`config.mk`:
```
export PLATFORM = sky130hd
export DESIGN_NAME = wthq_ctrl
export DESIGN_NICKNAME = d
export VERILOG_FILES = /design/src/wthq_pkg.sv /design/src/wthq_ctrl.sv
export SDC_FILE = /design/constraint.sdc
export NUM_CORES = 1
export LEC_CHECK = 0
export ABC_AREA = 1
export ABC_CLOCK_PERIOD_IN_PS = 1400
export BUFFER_PORTS_ARGS = -buffer_cell sky130_fd_sc_hd__clkbuf_2
export CAP_MARGIN = 20
export CORE_UTILIZATION = 42
export CTS_CLUSTER_SIZE = 40
export DETAILED_ROUTE_END_ITERATION = 8
export PLACE_DENSITY = 0.68
export SYNTH_ARGS = -nofsm -noshare
export SYNTH_HDL_FRONTEND = slang
export SYNTH_SLANG_ARGS = --single-unit
```
`constraint.sdc`:
```
create_clock -name clk -period 1.4 [get_ports clk]
set_input_delay 0.07 -clock clk [delete_from_list [all_inputs] [get_ports clk]]
set_output_delay 0.07 -clock clk [all_outputs]
set_load 0.01 [all_outputs]
```
`src/wthq_pkg.sv`:
```
`default_nettype none
package wthq_pkg;

    localparam int unsigned OP_W = 2;
    localparam int unsigned STATUS_W = 2;

    typedef enum logic [1:0] {
        OP_PUSH = 2'd0,
        OP_POP  = 2'd1,
        OP_PEEK = 2'd2,
        OP_GET  = 2'd3
    } op_t;

    typedef enum logic [1:0] {
        ST_OK       = 2'd0,
        ST_OVERFLOW = 2'd1,
        ST_EMPTY    = 2'd2,
        ST_BADINDEX = 2'd3
    } status_t;

    // Commands from the controller to the datapath
    typedef struct packed {
        logic latch_in;     // capture the input item, start an operation
        logic rd_slot;      // issue memory read at the slot pointer
        logic rd_left;      // issue memory read at left child
        logic rd_right;     // issue memory read at right child
        logic rd_parent;    // issue memory read at parent
        logic cap_slot;     // capture read data as the moving entry
        logic cap_left;     // capture read data as left child
        logic cap_right;    // capture read data as right child
        logic cap_parent;   // capture read data as parent
        logic cap_result;   // capture read data for the result
        logic wr_moving;    // write moving entry at slot pointer
        logic wr_pick;      // write chosen child at pointer, advance down
        logic wr_parent;    // write parent at pointer, move up
        logic push_setup;   // set pointer to count for push, bump count/seq
        logic pop_setup;    // take root handle, drop count, pointer to last
        logic root_ptr;     // pointer to root
        logic out_load;     // load output register
    } cmd_t;

    // Status from the datapath to the controller
    typedef struct packed {
        op_t  op;
        logic full;         // push would overflow
        logic empty;        // count is zero
        logic bad_index;    // get index outside the heap
        logic has_left;     // left child inside the heap
        logic has_right;    // right child inside the heap
        logic at_top;       // pointer at root
        logic moving_first; // moving entry orders before parent
        logic last_gone;    // pop left heap empty
    } stat_t;

endpackage
`default_nettype wire

```
`src/wthq_ctrl.sv`:
```
`default_nettype none
module wthq_ctrl (
    input  wire logic           clk,
    input  wire logic           rst_n,
    input  wire logic           in_valid,
    output logic                in_ready,
    output logic                out_valid,
    input  wire logic           out_ready,
    output wthq_pkg::cmd_t      cmd,
    input  wire wthq_pkg::stat_t stat
);

    typedef enum logic [11:0] {
        S_IDLE    = 12'b000000000001,
        S_DISPATCH= 12'b000000000010,
        S_DN_RDL  = 12'b000000000100,
        S_DN_RDR  = 12'b000000001000,
        S_DN_CAPR = 12'b000000010000,
        S_DN_STEP = 12'b000000100000,
        S_UP_CHK  = 12'b000001000000,
        S_UP_WAIT = 12'b000010000000,
        S_UP_CMP  = 12'b000100000000,
        S_RD_CAP  = 12'b001000000000,
        S_DONE    = 12'b010000000000,
        S_OUT     = 12'b100000000000
    } state_t;

    typedef enum logic {
        K_SLOT   = 1'b0,
        K_RESULT = 1'b1
    } rdkind_t;

    state_t  state_reg, state_next;
    rdkind_t kind_reg, kind_next;

    always_ff @(posedge clk or negedge rst_n)
    begin
        if (!rst_n)
        begin
            state_reg <= S_IDLE;
            kind_reg  <= K_SLOT;
        end
        else
        begin
            state_reg <= state_next;
            kind_reg  <= kind_next;
        end
    end

    assign in_ready  = (state_reg == S_IDLE);

    // Sequence each operation; output register holds result until taken
    always_comb
    begin
        state_next = state_reg;
        kind_next  = kind_reg;
        cmd        = '0;
        out_valid  = 1'b0;
        unique case (state_reg)
            S_IDLE:
            begin
                if (in_valid)
                begin
                    cmd.latch_in = 1'b1;
                    state_next   = S_DISPATCH;
                end
            end
            S_DISPATCH:
            begin
                priority if (stat.op == wthq_pkg::OP_PUSH)
                begin
                    if (stat.full)
                    begin
                        state_next = S_DONE;
                    end
                    else
                    begin
                        // moving entry already holds the new item
                        cmd.push_setup = 1'b1;
                        state_next     = S_UP_CHK;
                    end
                end
                else if (stat.op == wthq_pkg::OP_POP)
                begin
                    if (stat.empty)
                    begin
                        state_next = S_DONE;
                    end
                    else
                    begin
                        cmd.pop_setup = 1'b1;
                        cmd.rd_slot   = 1'b1;
                        kind_next     = K_SLOT;
                        state_next    = S_RD_CAP;
                    end
                end
                else
                begin
                    if ((stat.op == wthq_pkg::OP_PEEK && stat.empty)
                        || (stat.op == wthq_pkg::OP_GET && stat.bad_index))
                    begin
                        state_next = S_DONE;
                    end
                    else
                    begin
                        cmd.rd_slot = 1'b1;
                        kind_next   = K_RESULT;
                        state_next  = S_RD_CAP;
                    end
                end
            end
            S_RD_CAP:
            begin
                unique case (kind_reg)
                    K_RESULT:
                    begin
                        cmd.cap_result = 1'b1;
                        state_next     = S_DONE;
                    end
                    K_SLOT:
                    begin
                        // last entry captured; walk down from root
                        cmd.cap_slot = 1'b1;
                        cmd.root_ptr = 1'b1;
                        state_next   = S_DN_RDL;
                    end
                endcase
            end
            S_DN_RDL:
            begin
                if (stat.last_gone)
                begin
                    state_next = S_DONE;
                end
                else if (stat.has_left)
                begin
                    cmd.rd_left = 1'b1;
                    state_next  = S_DN_RDR;
                end
                else
                begin
                    cmd.wr_moving = 1'b1;
                    state_next    = S_UP_CHK;
                end
            end
            S_DN_RDR:
            begin
                // left child data is on the read port now
                cmd.cap_left = 1'b1;
                cmd.rd_right = 1'b1;
                state_next   = S_DN_CAPR;
            end
            S_DN_CAPR:
            begin
                cmd.cap_right = stat.has_right;
                state_next    = S_DN_STEP;
            end
            S_DN_STEP:
            begin
                cmd.wr_pick = 1'b1;
                state_next  = S_DN_RDL;
            end
            S_UP_CHK:
            begin
                if (stat.at_top)
                begin
                    cmd.wr_moving = 1'b1;
                    state_next    = S_DONE;
                end
                else
                begin
                    cmd.rd_parent = 1'b1;
                    state_next    = S_UP_WAIT;
                end
            end
            S_UP_WAIT:
            begin
                cmd.cap_parent = 1'b1;
                state_next     = S_UP_CMP;
            end
            S_UP_CMP:
            begin
                if (stat.moving_first)
                begin
                    cmd.wr_parent = 1'b1;
                    state_next    = S_UP_CHK;
                end
                else
                begin
                    cmd.wr_moving = 1'b1;
                    state_next    = S_DONE;
                end
            end
            S_DONE:
            begin
                cmd.out_load = 1'b1;
                state_next   = S_OUT;
            end
            S_OUT:
            begin
                out_valid = 1'b1;
                if (out_ready)
                begin
                    state_next = S_IDLE;
                end
            end
            default:
            begin
                state_next = S_IDLE;
            end
        endcase
    end

endmodule
`default_nettype wire

```
==> results.json <==
{
  "end_kind": "primary output",
  "overflow": 0,
  "fp.dieArea_sq_um": 2666,
  "grt_pass1_vias": 1089,
  "syn_nets": 157,
  "h-tree-depth": 1,
  "io_buffers": 32,
  "finalSetupTns_ns": -4.208,
  "numCtsBuffers": 3,
  "fmax_ghz": 0.5901,
  "ys_ff_latch": 13,
  "period_needed_ns": 1.695,
  "clkTransAtPathRegs_ns": 0.09,
  "violations": "setup timing",
  "wl_per_cell_um": 12.26,
  "ctsLongestPathBuffers": 2,
  "setup.worst_path.start_class": "register",
  "antenna_found_initial": 0,
  "vias": 1155,
  "worst_hold_slack_ns": 0.03787,
  "place_inst": 204,
  "via_per_inst": 4.957,
  "worst-path-max-fanout": 5,
  "clock-sinks": 13,
  "path_class": "reg2out",
  "initial_core_util_pct": 45.46,
  "status": "finished, violations left",
  "synthTopCellsByArea": "dfrtp_1, inv_1, nand2_1",
  "p_per_area_nw_per_um2": 1341,
  "antenna_cells": 0,
  "dp_slack_ns": -0.01209,
  "first_pass_iters": 4,
  "nets": 220,
  "cts_tree": "built",
  "dp_hpwl_um": 1982,
  "instances_no_fill": 233,
  "io_pins": 33,
  "grt_max_degree": 14,
  "worst_pin_slew_ns": 0.3594,
  "synth_cells": 143,
  "ys_warn_count": 0,
  "worstPathArrival_ns": 1.62,
  "syn-cell-area_sq_um": 1035,
  "die_height_um": 51.64,
  "vdd_drop_max_v": 0.0009313,
  "grt_pass1_wl_um": 4650,
  "route.detailed.drc": 0,
  "synth_cell_types": 27,
  "rows": 17,
  "leakage_nw": 0.9035,
  "synth_top_area_cell": "dfrtp_1",
  "hp-class": "in2reg",
  "drive_gt1_share_pct": 57.07,
  "maxSlewViolCount": 0,
  "ant_nets": 0,
  "syn_to_final_growth_pct": 60.94,
  "hold_viol_final": 0,
  "gp_congestion": 0.7858,
  "synth_top_area_share_pct": 29.02,
  "grt_setup_unrepaired": "yes",
  "fin_skew_ns": 0.001236,
  "clk-insertion-delay-late_ns": 0.29,
  "ff2ff_path_depth": 9,
  "largest_register_ffs": 12,
  "root_buffer": "clkbuf_4",
  "core_area_sq_um": 2276,
  "grt_util_all_layers_pct": 23.91,
  "min_path_cells": 2,
  "max_cap_viol_count": 0,
  "ys_seq_area_share_pct": 31.56,
  "period_share_pct": 121.0,
  "max_slew_margin_pct": 76.04,
  "required_ns": 1.33,
  "avgSynthCellArea_sq_um": 7.236,
  "finalSetupViolations": 23,
  "routed_wl_um": 2857,
  "die_w_um": 51.64,
  "fin_ws_ns": -0.2946,
  "drtIter0Drc": 21
}
-- per-stage QoR --
step | utilization (%) | instance area [sq um] | total power, mW
4_1_cts | 65.48 | 1490 | 1.971
6_report | 73.17 | 1665 | 2.233
3_5_place_dp | 54.59 | 1242 | 1.382
3_3_place_gp | 54.59 | 1242 | 1.351
2_1_floorplan | - | 1040 | 1.168
5_1_grt | 73.17 | 1665 | 2.381
-- path summary, 6_finish.rpt --
check                              from             to  slack, ns
max reg2reg                state_reg[5]  state_reg[10]      -0.12
min reg2reg                    kind_reg   state_reg[2]       0.58
max in group asynchronous         rst_n   state_reg[0]       0.88
max                        state_reg[5]         cmd[6]      -0.29
min in group asynchronous         rst_n   state_reg[1]       0.22
min                             stat[4]   state_reg[3]       0.04
-- what timing repair did --
| action | 4_1_cts | 5_1_grt |
|---|---|---|
| pin swaps | 13 | 21 |
| hold buffers | 3 | 0 |
| resized for setup | 21 | 48 |
| endpoints found under the setup margin | 19 | 26 |
| cloned | 0 | 0 |
| endpoints found under the hold margin | 15 | 0 |
| buffers inserted | 16 | 7 |
-- layer usage --
| metal | routed length [um] | global-route usage, % | share of wire (%) |
|---|---|---|---|
| met3 | 149 | 2.632 | 5.2 |
| met2 | 1513 | 44.81 | 53 |
| met5 | 0 | 0 | 0 |
| met4 | 50 | 6.757 | 1.8 |
| met1 | 1144 | 28.29 | 40 |
-- report_power, final --
part	total, mW	switching (mW)	internal, mW	leakage (nW)
Combinational	1.47	0.797	0.672	0.715
Sequential	0.514	0.0681	0.446	0.174
Clock	0.250	0.140	0.111	0.0150
-- layout by cell type, fill, tap and decap left out, types with 3 or more instances in the layout --
cell,n
nor3_2,4
nand2_2,6
nor2_4,9
o21ai_1,3
nand2_4,7
clkbuf_4,3
nand3_2,4
nor2_1,11
inv_1,23
inv_2,5
dlygate4sd3_1,3
nor3b_2,3
dfrtp_1,12
nand2_1,19
buf_2,16
buf_4,17
nor3_1,3
nor3_4,4
buf_6,10
nand4_1,3
nor2_2,7
clkbuf_2,14
-- layout make-up --
cell class | instances | area, sq um
multi-input cells | 99 | 745.7
fillers | 158 | 610.6
repair buffers | 60 | 420.4
flip-flops and latches | 13 | 326.6
inverters | 29 | 111.4
well taps | 28 | 35.03
clock buffers | 4 | 26.28
-- critical path: stages (launching register included) --
cell     delay (ns)
dfrtp_1        0.44
nor2_4         0.16
nand2_4        0.10
nor2_4         0.17
nand2_2        0.10
o21ai_2        0.13
inv_1          0.06
nand2_1        0.06
buf_2          0.13
-- synth_stat cells --
| master | count |
|---|---|
| nand2_4 | 4 |
| nand3_2 | 1 |
| o21ai_1 | 3 |
| inv_1 | 28 |
| nand3b_1 | 2 |
| nand2_2 | 5 |
| nand2_1 | 23 |
| o21ai_0 | 3 |
| nor3_1 | 8 |
| a21oi_2 | 1 |
| nor3b_1 | 4 |
| nand3_1 | 4 |
| o21ai_2 | 1 |
| a21oi_1 | 2 |
| dfstp_2 | 1 |
| nor2_4 | 4 |
| inv_2 | 1 |
| nor3_2 | 2 |
| buf_4 | 2 |
| nor3_4 | 1 |
| and2_1 | 1 |
| dfrtp_1 | 12 |
| nor2_1 | 16 |
| nand4_1 | 3 |
| nor4_1 | 3 |
| nor2_2 | 7 |
| nor2_8 | 1 |
-- kinds of logic (layout without fill, tap and decap cells) --
group                  Yosys count  in the layout  share of synthesized area, %
AND/OR/NAND/NOR                 89             89                         50.91
buffers and inverters           31             93                         11.97
AO/OA/AOI/OAI                   10             10                         5.562
flip-flops                      13             13                         31.56
Power figures use the tool's default switching activity.
